$ cat src/hdl/bise_pkg.sv
// ----------------------------------------------------------------------------
// bise_pkg: shared types for the binary insertion sort engine
// Word layouts of the input and result channels.
// ----------------------------------------------------------------------------
package bise_pkg;

  localparam int unsigned VALUE_W = 32;

  typedef struct packed {
    logic signed [VALUE_W-1:0] value;
    logic                      last_in;
  } bise_in_t;

  typedef struct packed {
    logic signed [VALUE_W-1:0] sorted_value;
    logic                      last_out;
    logic                      overflow;
  } bise_out_t;

endpackage

$ cat src/hdl/bise_mem.sv
// ----------------------------------------------------------------------------
// bise_mem: sorted store
// Single write port, single read port with registered read data.
// ----------------------------------------------------------------------------
module bise_mem
  import bise_pkg::*;
#(
  parameter int unsigned DEPTH = 16,
  localparam int unsigned AW   = $clog2(DEPTH)
) (
  input  logic                      clk_i,
  input  logic                      wr_en_i,
  input  logic [AW-1:0]             wr_addr_i,
  input  logic signed [VALUE_W-1:0] wr_data_i,
  input  logic                      rd_en_i,
  input  logic [AW-1:0]             rd_addr_i,
  output logic signed [VALUE_W-1:0] rd_data_o
);

  logic signed [VALUE_W-1:0] mem_q [DEPTH];
  logic signed [VALUE_W-1:0] rd_data_q;

  always_ff @(posedge clk_i) begin
    if (wr_en_i) begin
      mem_q[wr_addr_i] <= wr_data_i;
    end
  end

  // hold read data between reads
  always_ff @(posedge clk_i) begin
    if (rd_en_i) begin
      rd_data_q <= mem_q[rd_addr_i];
    end
  end

  assign rd_data_o = rd_data_q;

endmodule

$ cat src/hdl/bise_ctrl.sv
// ----------------------------------------------------------------------------
// bise_ctrl: insertion sequencer
// Binary search over the store with one shared comparator, shift of the
// upper entries one at a time (read, then write back), then readout of the list.
// ----------------------------------------------------------------------------
module bise_ctrl
  import bise_pkg::*;
#(
  parameter int unsigned DEPTH = 16,
  localparam int unsigned AW   = $clog2(DEPTH),
  localparam int unsigned CW   = $clog2(DEPTH + 1)
) (
  input  logic                      clk_i,
  input  logic                      rst_ni,
  input  logic                      in_valid_i,
  output logic                      in_ready_o,
  input  bise_in_t                  in_word_i,
  input  logic                      slot_free_i,
  output logic                      out_load_o,
  output bise_out_t                 out_word_o,
  output logic                      wr_en_o,
  output logic [AW-1:0]             wr_addr_o,
  output logic signed [VALUE_W-1:0] wr_data_o,
  output logic                      rd_en_o,
  output logic [AW-1:0]             rd_addr_o,
  input  logic signed [VALUE_W-1:0] rd_data_i
);

  typedef enum logic [2:0] {
    ST_IDLE,
    ST_SRCH_RD,
    ST_SRCH_CMP,
    ST_SHF_RD,
    ST_SHF_WR,
    ST_EMIT_RD,
    ST_EMIT_LD
  } state_e;

  state_e                    state_q;
  logic [CW-1:0]             fill_q;
  logic                      dropped_q;
  logic [CW-1:0]             lo_q, hi_q, idx_q;
  logic [AW-1:0]             mid_q;
  logic signed [VALUE_W-1:0] val_q;
  logic                      last_q;

  logic [CW:0]   mid_sum;
  logic [CW-1:0] mid;
  logic [CW-1:0] idx_dec;
  logic [CW-1:0] idx_inc;
  logic          key_less;

  assign mid_sum  = {1'b0, lo_q} + {1'b0, hi_q};
  assign mid      = mid_sum[CW:1];
  assign idx_dec  = idx_q - CW'(1);
  assign idx_inc  = idx_q + CW'(1);
  // shared comparator: store entry below the incoming value
  assign key_less = rd_data_i < val_q;

  assign in_ready_o = (state_q == ST_IDLE);

  always_comb begin
    wr_en_o    = 1'b0;
    wr_addr_o  = idx_q[AW-1:0];
    wr_data_o  = rd_data_i;
    rd_en_o    = 1'b0;
    rd_addr_o  = mid[AW-1:0];
    out_load_o = 1'b0;
    out_word_o.sorted_value = rd_data_i;
    out_word_o.last_out     = (idx_inc == fill_q);
    out_word_o.overflow     = dropped_q;
    unique case (state_q)
      ST_SRCH_RD: begin
        rd_en_o = (lo_q < hi_q);
      end
      ST_SHF_RD: begin
        if (idx_q > lo_q) begin
          rd_en_o   = 1'b1;
          rd_addr_o = idx_dec[AW-1:0];
        end else begin
          wr_en_o   = 1'b1;
          wr_addr_o = lo_q[AW-1:0];
          wr_data_o = val_q;
        end
      end
      ST_SHF_WR: begin
        wr_en_o = 1'b1;
      end
      ST_EMIT_RD: begin
        rd_en_o   = 1'b1;
        rd_addr_o = idx_q[AW-1:0];
      end
      ST_EMIT_LD: begin
        out_load_o = slot_free_i;
      end
      default: begin
      end
    endcase
  end

  always_ff @(posedge clk_i or negedge rst_ni) begin
    if (!rst_ni) begin
      state_q   <= ST_IDLE;
      fill_q    <= '0;
      dropped_q <= 1'b0;
      lo_q      <= '0;
      hi_q      <= '0;
      idx_q     <= '0;
      mid_q     <= '0;
      val_q     <= '0;
      last_q    <= 1'b0;
    end else begin
      unique case (state_q)
        ST_IDLE: begin
          if (in_valid_i) begin
            val_q  <= in_word_i.value;
            last_q <= in_word_i.last_in;
            lo_q   <= '0;
            hi_q   <= fill_q;
            idx_q  <= '0;
            if (fill_q == CW'(DEPTH)) begin
              // store full: drop the word
              dropped_q <= 1'b1;
              state_q   <= in_word_i.last_in ? ST_EMIT_RD : ST_IDLE;
            end else begin
              state_q <= ST_SRCH_RD;
            end
          end
        end
        ST_SRCH_RD: begin
          if (lo_q < hi_q) begin
            mid_q   <= mid[AW-1:0];
            state_q <= ST_SRCH_CMP;
          end else begin
            idx_q   <= fill_q;
            state_q <= ST_SHF_RD;
          end
        end
        ST_SRCH_CMP: begin
          if (key_less) begin
            lo_q <= CW'(mid_q) + CW'(1);
          end else begin
            hi_q <= CW'(mid_q);
          end
          state_q <= ST_SRCH_RD;
        end
        ST_SHF_RD: begin
          if (idx_q > lo_q) begin
            state_q <= ST_SHF_WR;
          end else begin
            fill_q  <= fill_q + CW'(1);
            idx_q   <= '0;
            state_q <= last_q ? ST_EMIT_RD : ST_IDLE;
          end
        end
        ST_SHF_WR: begin
          idx_q   <= idx_dec;
          state_q <= ST_SHF_RD;
        end
        ST_EMIT_RD: begin
          state_q <= ST_EMIT_LD;
        end
        ST_EMIT_LD: begin
          if (slot_free_i) begin
            if (idx_inc == fill_q) begin
              fill_q    <= '0;
              dropped_q <= 1'b0;
              idx_q     <= '0;
              state_q   <= ST_IDLE;
            end else begin
              idx_q   <= idx_inc;
              state_q <= ST_EMIT_RD;
            end
          end
        end
        default: begin
          state_q <= ST_IDLE;
        end
      endcase
    end
  end

endmodule

$ cat src/hdl/binary_insertion_sort_engine_top.sv
// ----------------------------------------------------------------------------
// binary_insertion_sort_engine_top: binary insertion sort engine
// Sorts signed words into ascending order and streams the list out.
// ----------------------------------------------------------------------------
// Usage:
//   Input channel (in_valid_i / in_ready_o / in_data_i) takes one signed word
//   per transfer; last_in marks the end of a list. Each word is inserted into
//   a sorted store of DEPTH entries at its lower-bound position.
//   Insertion runs a binary search of S steps (at most ceil(log2(DEPTH)))
//   and then moves up the M entries above the insertion point; the store
//   is read once per compare or move.
//   After the word marked last, the list is read out on the output channel
//   (out_valid_o / out_ready_i / out_data_o), one word at a time, with
//   last_out on the final one and overflow on all of them if words were
//   dropped because the store was full. The input is not ready meanwhile.
//   A result register decouples the sides; a stalled receiver holds the
//   readout. A new list is taken as soon as the last result is registered.
//   Reset empties the list; no clearing pass is needed.
// ----------------------------------------------------------------------------
module binary_insertion_sort_engine_top
  import bise_pkg::*;
#(
  parameter int unsigned DEPTH = 16
) (
  input  logic      clk_i,
  input  logic      rst_ni,
  input  logic      in_valid_i,
  output logic      in_ready_o,
  input  bise_in_t  in_data_i,
  output logic      out_valid_o,
  input  logic      out_ready_i,
  output bise_out_t out_data_o
);

  localparam int unsigned AW = $clog2(DEPTH);

  logic                      wr_en;
  logic [AW-1:0]             wr_addr;
  logic signed [VALUE_W-1:0] wr_data;
  logic                      rd_en;
  logic [AW-1:0]             rd_addr;
  logic signed [VALUE_W-1:0] rd_data;
  logic                      slot_free;
  logic                      out_load;
  bise_out_t                 out_word;
  logic                      out_valid_q;
  bise_out_t                 out_data_q;

  bise_mem #(.DEPTH(DEPTH)) u_mem (
    .clk_i     (clk_i),
    .wr_en_i   (wr_en),
    .wr_addr_i (wr_addr),
    .wr_data_i (wr_data),
    .rd_en_i   (rd_en),
    .rd_addr_i (rd_addr),
    .rd_data_o (rd_data)
  );

  bise_ctrl #(.DEPTH(DEPTH)) u_ctrl (
    .clk_i       (clk_i),
    .rst_ni      (rst_ni),
    .in_valid_i  (in_valid_i),
    .in_ready_o  (in_ready_o),
    .in_word_i   (in_data_i),
    .slot_free_i (slot_free),
    .out_load_o  (out_load),
    .out_word_o  (out_word),
    .wr_en_o     (wr_en),
    .wr_addr_o   (wr_addr),
    .wr_data_o   (wr_data),
    .rd_en_o     (rd_en),
    .rd_addr_o   (rd_addr),
    .rd_data_i   (rd_data)
  );

  assign slot_free = !out_valid_q || out_ready_i;

  always_ff @(posedge clk_i or negedge rst_ni) begin
    if (!rst_ni) begin
      out_valid_q <= 1'b0;
    end else if (out_load) begin
      out_valid_q <= 1'b1;
    end else if (out_ready_i) begin
      out_valid_q <= 1'b0;
    end
  end

  always_ff @(posedge clk_i) begin
    if (out_load) begin
      out_data_q <= out_word;
    end
  end

  assign out_valid_o = out_valid_q;
  assign out_data_o  = out_data_q;

`ifndef SYNTHESIS
  a_out_held_while_stalled: assert property (@(posedge clk_i) disable iff (!rst_ni)
    (out_valid_o && !out_ready_i) |=> (out_valid_o && $stable(out_data_o)))
    else $error("result word changed while the receiver stalled");

  a_load_into_free_slot: assert property (@(posedge clk_i) disable iff (!rst_ni)
    out_load |-> (!out_valid_q || out_ready_i))
    else $error("result register overwritten while stalled");

  a_idle_after_final: assert property (@(posedge clk_i) disable iff (!rst_ni)
    (out_load && out_word.last_out) |=> in_ready_o)
    else $error("not ready after the final result");

  a_no_input_while_emitting: assert property (@(posedge clk_i) disable iff (!rst_ni)
    out_load |-> !in_ready_o)
    else $error("ready raised during readout");
`endif

endmodule
$ cat config.mk
export PLATFORM = sky130hd
export DESIGN_NAME = binary_insertion_sort_engine_top
export DESIGN_NICKNAME = d
export VERILOG_FILES = /design/src/hdl/bise_pkg.sv /design/src/hdl/bise_mem.sv /design/src/hdl/bise_ctrl.sv /design/src/hdl/binary_insertion_sort_engine_top.sv
export SDC_FILE = /design/constraint.sdc
export NUM_CORES = 1
export LEC_CHECK = 0
export CORE_UTILIZATION = 30
export CTS_CLUSTER_DIAMETER = 60
export DETAILED_ROUTE_END_ITERATION = 10
export DONT_BUFFER_PORTS = 1
export PLACE_DENSITY = 0.49
export REMOVE_ABC_BUFFERS = 1
export SYNTH_ARGS = -nofsm -noshare
export SYNTH_HDL_FRONTEND = slang
export SYNTH_SLANG_ARGS = --single-unit
$ cat constraint.sdc
create_clock -name clk_i -period 3.7 [get_ports clk_i]
set_input_delay 0.555 -clock clk_i [delete_from_list [all_inputs] [get_ports clk_i]]
set_output_delay 0.555 -clock clk_i [all_outputs]
set_load 0.02 [all_outputs]
==> results of run 1 <==
-- worst max path at each step --
| stage | endpoint | slack (ns) | start | depth (start not counted) |
|---|---|---|---|---|
| after floorplan | u_mem.rd_data_o[0]$_DFFE_PP_ | -9.95 | u_ctrl.idx_q[0]$_DFFE_PN0P_ | 9 |
| after global placement | u_mem.rd_data_o[10]$_DFFE_PP_ | 0.33 | u_ctrl.lo_q[0]$_DFFE_PN0P_ | 11 |
| after detailed placement | u_mem.rd_data_o[10]$_DFFE_PP_ | 0.30 | u_ctrl.lo_q[0]$_DFFE_PN0P_ | 11 |
| after CTS | u_mem.rd_data_o[10]$_DFFE_PP_ | 0.34 | u_ctrl.lo_q[0]$_DFFE_PN0P_ | 11 |
| after global routing | u_mem.rd_data_o[15]$_DFFE_PP_ | 0.15 | u_ctrl.lo_q[0]$_DFFE_PN0P_ | 12 |
| final | u_mem.rd_data_o[10]$_DFFE_PP_ | 0.31 | u_ctrl.lo_q[0]$_DFFE_PN0P_ | 11 |
-- synth_stat cells, types with 4 or more instances --
cell type	n
o211ai_1	5
dfrtp_1	62
o2bb2ai_1	5
nand2_1	224
ha_1	49
xnor2_1	10
o22ai_1	34
a31oi_1	67
nor2b_1	4
o21ai_0	201
inv_1	53
a211oi_1	4
mux2_2	4
buf_1	9
clkbuf_2	5
buf_4	4
a32oi_1	67
nor4_1	4
and4b_1	31
nor3_2	6
nand2b_1	6
o21a_1	5
edfxtp_1	578
buf_2	34
a21o_1	12
o31ai_1	4
nand4_1	10
a21oi_1	16
clkbuf_1	80
nor2_1	38
xor2_1	7
nand3_1	141
mux2i_1	65
nor3_1	10
a22oi_1	35
o221a_2	4
-- critical path, delay by kind of cell, from the launching register on --
kind                     cells  cell delay (ns)
buffers and inverters        3             0.62
XOR/XNOR                     1             0.21
multiplexers                 1             0.32
AND/OR/NAND/NOR              3             0.53
adder cells (fa/ha/maj)      1             0.48
flip-flops                   1             0.53
AO/OA/AOI/OAI                2             0.41
-- registers in the layout, indices dropped and copies added, names as in the netlist --
name and cells:
u_ctrl.lo_q 5, out_data_o 34, u_mem.mem_q 512, u_ctrl.last_q 1
u_ctrl.fill_q 5, u_ctrl.val_q 32, u_ctrl.mid_q 4, u_ctrl.idx_q 5
u_ctrl.hi_q 5, u_mem.rd_data_o 32, out_valid_o 1, u_ctrl.state_q 3
u_ctrl.dropped_q 1
-- routing by layer --
metal  vias to the layer above  wire (um)  part of all wire [%]
met5                         -          0                     0
met3                        97       4230                   5.5
li1                       7700          -                     -
met4                         0       1280                   1.7
met1                      8671      35500                    46
met2                       524      36500                    47
-- final cells by class --
type	count	area share (%)
Tap cell	1165	4.55
Inverter	54	0.633
Clock buffer	95	6.49
Timing Repair Buffer	136	4.72
Multi-Input combinational cell	1117	22.7
Sequential cell	640	59.1
Clock inverter	51	1.87
Antenna cell	1	0.00782
-- timing repair --
item,CTS,global route
hold buffers,14,0
endpoints found under the hold margin,74,0
setup buffers,0,0
-- cell families after synthesis --
| logic type | synth area share, % |
|---|---|
| AOI/OAI and AO/OA | 11.8 |
| xor gates and xnor gates | 0.556 |
| adders and majority gates | 2.37 |
| buffers and inverters | 2.93 |
| DFF | 70.7 |
| muxes | 2.60 |
| and+or+nand+nor | 9.09 |
-- stage by stage --
stage          cells  hold slack [ns]
2_1_floorplan   1811            0.259
3_3_place_gp    3098            0.263
3_5_place_dp    3098            0.263
4_1_cts         3258         0.000859
5_1_grt         3258           0.0248
6_report        3259           0.0399
==> impl_metrics.env, run 1 <==
export IMPL_status="completed"
export IMPL_clk_latency_ns=0.65
export IMPL_worstHoldPathType="input port to flip-flop"
export IMPL_required_ns=4.11
export IMPL_synth_top_area_share_pct=64.9
export IMPL_drtIter0Drc=1315
export IMPL_fin_crit_sh_pct=91.5
export IMPL_ant_nets=0
export IMPL_clock_sinks=640
export IMPL_max_cap_violations=0
export IMPL_grt_util_met2_pct=27.6
export IMPL_crit_path_max_fanout=64
export IMPL_period_needed_ns=3.39
export IMPL_mostFrequentLayoutCells="edfxtp_1, nand2_1, o21ai_0"
export IMPL_syn_inst=1945
export IMPL_ys_ff_latch=640
export IMPL_setup_viol_count_final=0
export IMPL_fin_ws_ns=0.315
export IMPL_cts_htree_levels=3
export IMPL_grt_overflow=0
export IMPL_hold_start="in_data_i[29]"
export IMPL_num_rows=109
export IMPL_slew_violations=0
export IMPL_die_w_um=301
export IMPL_numCtsBuffers=78
export IMPL_grt_pass1_vias=16817
export IMPL_place_area_sq_mm=0.0292
export IMPL_yosys_warnings=0
export IMPL_cp_arrival_ns=3.79
export IMPL_rsz0062_at_grt="false"
export IMPL_cts_resized=0
export IMPL_clk_pin_slew_worst_paths_ns=0.06
export IMPL_cp_slowest_stage_delay_ns=0.53
export IMPL_place_gp_congestion=0.834
export IMPL_critPathKind="flip-flop to flip-flop"
export IMPL_hold_end="u_ctrl.val_q[28]$_DFFE_PN0P_"
export IMPL_ys_async_sr_fraction_pct=9.69
export IMPL_utilization_pct=36.2
export IMPL_ys_types=73
export IMPL_grt_first_pass_wirelength_um=114000
export IMPL_grt_max_degree=93
export IMPL_nFillCells=8387
export IMPL_yosysSeqAreaShare_pct=70.7
export IMPL_grt_use_met1_pct=24.0
export IMPL_rrSetupSlack_ns=0.31
export IMPL_via_count=16992
export IMPL_r2r_start="u_ctrl.lo_q[0]$_DFFE_PN0P_"
export IMPL_setup_tns_ns=0
export IMPL_multi_input_area_sq_mm=0.00726
export IMPL_path_cells="nand2_1, fa_1, xnor2_1, nor2_1, inv_1, o211ai_1, buf_12, buf_12, mux2i_1, a22oi_1, and4b_1"
export IMPL_design_area_sq_mm=0.0320
export IMPL_area_delta_synth_final_pct=19.6
export IMPL_slew_headroom_pct=28.6
export IMPL_synth_area_top_cells="edfxtp_1, dfrtp_1, o21ai_0"
export IMPL_drive_above_1_share_pct=14.1
export IMPL_tightest_slew_ns=1.07
export IMPL_coreArea_sq_mm=0.0884
export IMPL_grt_use_met3_pct=2.84
export IMPL_cp_slowest_cell="dfrtp_1"
export IMPL_mostFrequentLayoutCell="edfxtp_1"
export IMPL_crit_top_cell="buf_12"
export IMPL_worstHoldPathCells=2
export IMPL_port_buffers=0
export IMPL_seqCellArea_sq_mm=0.0189
export IMPL_yosysTopAreaCell="edfxtp_1"
export IMPL_grt_usage_pct=17.1
export IMPL_num_io_pins=73
export IMPL_synthFlopType="edfxtp_1"
export IMPL_fp_dieArea_sq_mm=0.0904
export IMPL_synth_edff_count=578
export IMPL_finalHoldViolCount=0
export IMPL_die_h_um=301
export IMPL_end_kind="flip-flop"
export IMPL_cts_root_buf="clkbuf_16"
export IMPL_synth_area_sq_mm=0.0268
export IMPL_drt_total_wl_um=77500
export IMPL_pre_cts_slack_ns=0.297
export IMPL_r2r_worst_path_cells=11
export IMPL_first_pass_iters=5
export IMPL_skew_ns=0.0670
export IMPL_drcViolationCount=0
export IMPL_antenna_found_initial=2
export IMPL_worstReg2RegEnd="u_mem.rd_data_o[10]$_DFFE_PP_"
export IMPL_clock_path_buffers=3
export IMPL_clock_fmax_mhz=295
export IMPL_start_util_pct=30.3
export IMPL_busiest_layer="met2"
export IMPL_nets=2114
export IMPL_hpwlAfterDp_um=44400
export IMPL_cts_tree="yes"
export IMPL_avgSynthCellArea_sq_um=13.8
export IMPL_wl_per_cell_um=23.8
export IMPL_vias_per_cell=5.21
export IMPL_cp_start_kind="flip-flop"
Power of run 1 is left out: the tool's default activity adds up to more than one toggle a clock period on the data nets, which glitch-free logic cannot reach.
==> run 2: changes to the inputs <==
--- a/config.mk
+++ b/config.mk
@@ -10,6 +10,7 @@
 export DETAILED_ROUTE_END_ITERATION = 10
 export DONT_BUFFER_PORTS = 1
 export PLACE_DENSITY = 0.49
+export RECOVER_POWER = 50
 export REMOVE_ABC_BUFFERS = 1
 export SYNTH_ARGS = -nofsm -noshare
 export SYNTH_HDL_FRONTEND = slang
==> run 2 against run 1 <==
The flow now finishes with violations (max-capacitance violations, max-slew violations). Critical path depth did not move. Core utilization shrank 0.20 points. Cell count barely moved. Highest routed layer unchanged. Critical endpoint unchanged.
==> impl_metrics.env, run 2 (synthesized netlist as in run 1, its figures left out) <==
export IMPL_num_rows=109
export IMPL_setup_tns_ns=0
export IMPL_period_needed_ns=3.41
export IMPL_drt_total_wl_um=77700
export IMPL_via_count=17083
export IMPL_wl_per_cell_um=23.8
export IMPL_place_area_sq_mm=0.0292
export IMPL_diodes=0
export IMPL_r2r_worst_path_cells=11
export IMPL_fin_hold_ws_ns=0.0391
export IMPL_tightest_slew_ns=2.02
export IMPL_skew_ns=0.0679
export IMPL_slew_headroom_pct=-34.8
export IMPL_cts_tree="yes"
export IMPL_mostFrequentLayoutCell="edfxtp_1"
export IMPL_setup_viol_count_final=0
export IMPL_cp_start_kind="flip-flop"
export IMPL_hold_end="u_ctrl.val_q[28]$_DFFE_PN0P_"
export IMPL_violations="max-capacitance violations, max-slew violations"
export IMPL_drtIter0Drc=1292
export IMPL_clock_fmax_mhz=293
export IMPL_max_cap_violations=1
export IMPL_grt_max_degree=93
export IMPL_clock_sinks=640
export IMPL_drive_above_1_share_pct=13.0
export IMPL_ant_nets=0
export IMPL_largest_register_ffs=512
export IMPL_fin_crit_sh_pct=92.1
export IMPL_end_kind="flip-flop"
export IMPL_area_delta_synth_final_pct=19.0
export IMPL_antenna_found_initial=2
export IMPL_hold_start="in_data_i[29]"
export IMPL_grt_usage_pct=17.1
export IMPL_place_gp_congestion=0.834
export IMPL_port_buffers=0
export IMPL_grt_overflow=0
export IMPL_cp_arrival_ns=3.82
export IMPL_crit_path_max_fanout=64
export IMPL_mostFrequentLayoutCells="edfxtp_1, nand2_1, o21ai_0"
export IMPL_numCtsBuffers=78
export IMPL_die_w_um=301
export IMPL_grt_pass1_vias=16817
export IMPL_status="finished with violations"
export IMPL_worstHoldPathCells=2
export IMPL_nets=2114
export IMPL_cts_root_buf="clkbuf_16"
export IMPL_grt_first_pass_wirelength_um=114000
export IMPL_regMostFlops="u_mem.mem_q"
export IMPL_worstReg2RegEnd="u_mem.rd_data_o[10]$_DFFE_PP_"
export IMPL_rrSetupSlack_ns=0.29
export IMPL_coreArea_sq_mm=0.0884
export IMPL_required_ns=4.11
export IMPL_drcViolationCount=0
export IMPL_worstHoldPathType="input port to flip-flop"
export IMPL_start_util_pct=30.3
export IMPL_num_io_pins=73
export IMPL_fin_ws_ns=0.291
export IMPL_clk_latency_ns=0.66
export IMPL_first_pass_iters=7
export IMPL_fp_dieArea_sq_mm=0.0904
export IMPL_pre_cts_slack_ns=0.297
export IMPL_vias_per_cell=5.24
export IMPL_rsz0062_at_grt="false"
export IMPL_design_area_sq_mm=0.0318
export IMPL_slew_violations=63
export IMPL_critPathKind="flip-flop to flip-flop"
export IMPL_r2r_start="u_ctrl.lo_q[0]$_DFFE_PN0P_"
export IMPL_cts_htree_levels=3
export IMPL_post_cts_setup_buffers=0
export IMPL_clk_pin_slew_worst_paths_ns=0.06
export IMPL_finalHoldViolCount=0
export IMPL_clock_path_buffers=3
export IMPL_hpwlAfterDp_um=44400
export IMPL_die_h_um=301
==> run 2: cell types whose count changed in the layout (fill, tap and decap cells not counted), sizes merged <==
cell    previous run  this run
clkbuf            95       127
diode              1         0
buf              123        91
==> run 2: worst max path at each step <==
stage / end / start / cells after the start
floorplan: u_mem.rd_data_o[0]$_DFFE_PP_ / u_ctrl.idx_q[0]$_DFFE_PN0P_ / 9
global placement: u_mem.rd_data_o[10]$_DFFE_PP_ / u_ctrl.lo_q[0]$_DFFE_PN0P_ / 11
detailed placement: u_mem.rd_data_o[10]$_DFFE_PP_ / u_ctrl.lo_q[0]$_DFFE_PN0P_ / 11
CTS: u_mem.rd_data_o[10]$_DFFE_PP_ / u_ctrl.lo_q[0]$_DFFE_PN0P_ / 11
global route: u_mem.mem_q[3][28]$_DFFE_PP_ / u_ctrl.lo_q[1]$_DFFE_PN0P_ / 9
finish: u_mem.rd_data_o[10]$_DFFE_PP_ / u_ctrl.lo_q[0]$_DFFE_PN0P_ / 11
==> run 2: timing repair <==
action                                 CTS  global route
resized for setup                        0             0
hold buffers                            14             0
endpoints found under the hold margin   74             0
==> run 2: critical path, cell delays in order (launching register included) <==
cell	delay, ns
dfrtp_1	0.54
nand2_1	0.14
fa_1	0.48
xnor2_1	0.22
nor2_1	0.16
inv_1	0.08
o211ai_1	0.27
buf_12	0.24
buf_12	0.30
mux2i_1	0.33
a22oi_1	0.14
and4b_1	0.23
==> run 2: layout make-up <==
type | instances | area, sq um
Clock buffer | 95 | 2080
Clock inverter | 51 | 598
Fill cell | 8420 | 56500
Inverter | 54 | 203
Multi-Input combinational cell | 1117 | 7230
Sequential cell | 640 | 18900
Tap cell | 1165 | 1460
Timing Repair Buffer | 136 | 1360
==> run 2: stage by stage <==
| stage | std cells | util, % |
|---|---|---|
| finish | 3258 | 36.0 |
| global route | 3258 | 36.0 |
| CTS | 3258 | 36.2 |
| detailed placement | 3098 | 33.0 |
| global placement | 3098 | 33.0 |
| floorplan | 1811 | - |
==> run 2: layer usage <==
layer  part of all wire, %  up-vias  track usage, %
met5                     0        -               0
met4                   1.6        0            3.98
met3                   5.5       96            2.84
met2                    47      541            27.6
met1                    46     8745            24.0
li1                      -     7701               -
Power of run 2 is left out for the same reason.
==> run 3: changes to the inputs <==
--- a/config.mk
+++ b/config.mk
@@ -5,6 +5,7 @@
 export SDC_FILE = /design/constraint.sdc
 export NUM_CORES = 1
 export LEC_CHECK = 0
+export ABC_AREA = 1
 export CORE_UTILIZATION = 30
 export CTS_CLUSTER_DIAMETER = 60
 export DETAILED_ROUTE_END_ITERATION = 10
==> run 3 against run 2 <==
The flow still finishes with violations (max-capacitance violations, max-slew violations). Critical path depth shrank 1. Die area grew 6.6%. Register-to-register slack better by 0.12 ns. Wire length is 8.1% higher. Core utilization is 0.44 points lower. Hold slack gained 0.039 ns. Synthesized area is 6.7% higher. Via count is 15% higher. Global-route usage is 0.52 points higher. Setup slack gained 0.12 ns. Highest routed layer unchanged.
==> impl_metrics.env, run 3 <==
export IMPL_cts_htree_levels=3
export IMPL_regMostFlops="u_mem.mem_q"
export IMPL_tightest_slew_ns=2.21
export IMPL_yosysMostFrequentCell="nand2_1"
export IMPL_utilization_pct=35.6
export IMPL_grt_pass1_vias=18947
export IMPL_fp_dieArea_sq_mm=0.0964
export IMPL_cp_arrival_ns=3.58
export IMPL_area_delta_synth_final_pct=16.9
export IMPL_place_gp_congestion=0.810
export IMPL_hpwlAfterDp_um=46300
export IMPL_synth_edff_count=578
export IMPL_synth_area_top_cells="edfxtp_1, nand3_1, nand2_1"
export IMPL_drt_total_wl_um=84000
export IMPL_required_ns=3.99
export IMPL_yosys_warnings=0
export IMPL_max_cap_violations=2
export IMPL_yosysSeqAreaShare_pct=66.2
export IMPL_via_count=19589
export IMPL_die_w_um=310
export IMPL_port_buffers=0
export IMPL_diodes=0
export IMPL_drtIter0Drc=1619
export IMPL_rsz0062_at_grt="false"
export IMPL_coreArea_sq_mm=0.0937
export IMPL_grt_overflow=0
export IMPL_mostFrequentLayoutCell="nand2_1"
export IMPL_synth_top_area_share_pct=60.8
export IMPL_worstHoldPathType="input port to flip-flop"
export IMPL_clock_path_buffers=3
export IMPL_ys_ff_latch=640
export IMPL_setup_viol_count_final=0
export IMPL_end_kind="flip-flop"
export IMPL_slew_headroom_pct=-47.5
export IMPL_period_needed_ns=3.29
export IMPL_ys_async_sr_fraction_pct=9.69
export IMPL_ys_types=34
export IMPL_wl_per_cell_um=20.4
export IMPL_start_util_pct=30.4
export IMPL_clk_pin_slew_worst_paths_ns=0.05
export IMPL_instances_no_fill=4118
export IMPL_drive_above_1_share_pct=7.93
export IMPL_die_h_um=310
export IMPL_nets=2889
export IMPL_clock_fmax_mhz=304
export IMPL_largest_register_ffs=512
export IMPL_first_pass_iters=5
export IMPL_cp_start_kind="flip-flop"
export IMPL_fin_hold_ws_ns=0.0780
export IMPL_synthFlopType="edfxtp_1"
export IMPL_avgSynthCellArea_sq_um=10.3
export IMPL_skew_ns=0.0315
export IMPL_cts_root_buf="clkbuf_16"
export IMPL_r2r_worst_path_cells=10
export IMPL_path_cells="ha_1, nand2_1, nor2_1, nand2_1, nand3_1, nand3_2, nand2_1, inv_1, nand2_1, buf_4"
export IMPL_mostFrequentLayoutCells="nand2_1, nand3_1, edfxtp_1"
export IMPL_finalHoldViolCount=0
export IMPL_crit_top_cell="nand2_1"
export IMPL_dp_cells=3973
export IMPL_cts_tree="yes"
export IMPL_num_rows=112
export IMPL_slew_violations=78
export IMPL_drcViolationCount=0
export IMPL_synthTopCellsByCount="nand2_1, nand3_1, edfxtp_1, inv_1, buf_2"
export IMPL_cp_slowest_stage_delay_ns=0.90
export IMPL_num_io_pins=73
export IMPL_cp_slowest_cell="nand2_1"
export IMPL_synth_area_sq_mm=0.0285
export IMPL_worstHoldPathCells=1
export IMPL_syn_inst=2763
export IMPL_yosysTopAreaCell="edfxtp_1"
export IMPL_violations="max-capacitance violations, max-slew violations"
export IMPL_grt_usage_pct=17.6
export IMPL_grt_max_degree=80
export IMPL_status="finished with violations"
export IMPL_antenna_found_initial=0
export IMPL_vias_per_cell=4.76
export IMPL_numCtsBuffers=78
export IMPL_ant_nets=0
export IMPL_fin_crit_sh_pct=88.8
export IMPL_crit_path_max_fanout=14
export IMPL_clock_sinks=640
export IMPL_clk_latency_ns=0.63
export IMPL_grt_first_pass_wirelength_um=125000
export IMPL_critPathKind="flip-flop to flip-flop"
-- run 3: cell types whose count changed in the layout (fill, tap and decap cells not counted), sizes merged, moves of 35 or more --
cell,before,now
a22oi,35,0
nand3,141,612
a32oi,67,0
a31oi,67,0
mux2i,65,0
nand2,225,715
nor2,39,80
o22ai,35,0
o21ai,202,59
a21oi,16,57
inv,60,364
-- run 3: metal layers --
layer  wire, um  up-vias  share of wire (%)  global-route usage (%)
li1           -     9370                  -                       -
met1      38200     9563                 46                    24.2
met2      39400      522                 47                    28.4
met3       4310      134                5.1                    3.09
met4       2100        0                2.5                    5.08
met5          0        -                  0                       0
-- run 3: timing repair --
| action | in CTS | in global routing |
|---|---|---|
| hold buffers | 2 | 0 |
| endpoints found under the setup margin | 0 | 10 |
| buffers inserted | 0 | 1 |
| endpoints found under the hold margin | 62 | 0 |
| resized for setup | 0 | 1 |
-- run 3: final timing paths --
kind / startpoint / end / slack, ns
min in group asynchronous: rst_ni / out_valid_o$_DFFE_PN0P_ / 1.15
setup / recovery: u_ctrl.idx_q[2]$_DFFE_PN0P_ / u_mem.rd_data_o[6]$_DFFE_PP_ / 0.41
hold reg to reg: u_ctrl.dropped_q$_DFFE_PN0P_ / out_data_o[0]$_DFFE_PP_ / 0.46
max in group asynchronous: rst_ni / u_ctrl.val_q[26]$_DFFE_PN0P_ / 1.21
setup reg to reg: u_ctrl.idx_q[2]$_DFFE_PN0P_ / u_mem.rd_data_o[6]$_DFFE_PP_ / 0.41
hold / removal: in_data_i[1] / u_ctrl.val_q[0]$_DFFE_PN0P_ / 0.08
-- run 3: per-stage QoR --
| stage | setup TNS, ns | instance area (sq um) | setup WS (ns) |
|---|---|---|---|
| after CTS | 0 | 33500 | 0.0769 |
| final | 0 | 33400 | 0.413 |
| after detailed placement | 0 | 30900 | 0.104 |
| after floorplan | -536.21 | 27900 | -4.28 |
| after global routing | 0 | 33400 | 0.153 |
| after global placement | 0 | 30900 | 0.115 |
-- run 3: area by class of cell --
| cell class | instances | area [sq um] |
|---|---|---|
| clock buffer | 108 | 2180 |
| sequential | 640 | 18900 |
| multi-input combinational | 1616 | 7810 |
| fill | 9328 | 60400 |
| inverter | 359 | 1350 |
| timing repair buffer | 107 | 1200 |
| clock inverter | 34 | 352 |
| tap | 1254 | 1570 |
-- run 3: critical path: cells and delay by family, from the launching register on --
kind,cells,cell delay [ns]
and+or+nand+nor,7,1.62
DFF,1,0.48
buffers and inverters,2,0.49
adders and majority gates,1,0.35
-- run 3: cells by family (layout without fill, tap and decap cells) --
logic type	Yosys count	in the layout	synth area share [%]
buf+inv	507	608	7.09
xor+xnor	12	12	0.368
flops	640	640	66.2
mux	1	1	0.0394
simple gates	1425	1425	21.7
fa+ha+maj	50	50	2.22
compound gates	128	128	2.36
Power of run 3 is left out for the same reason.
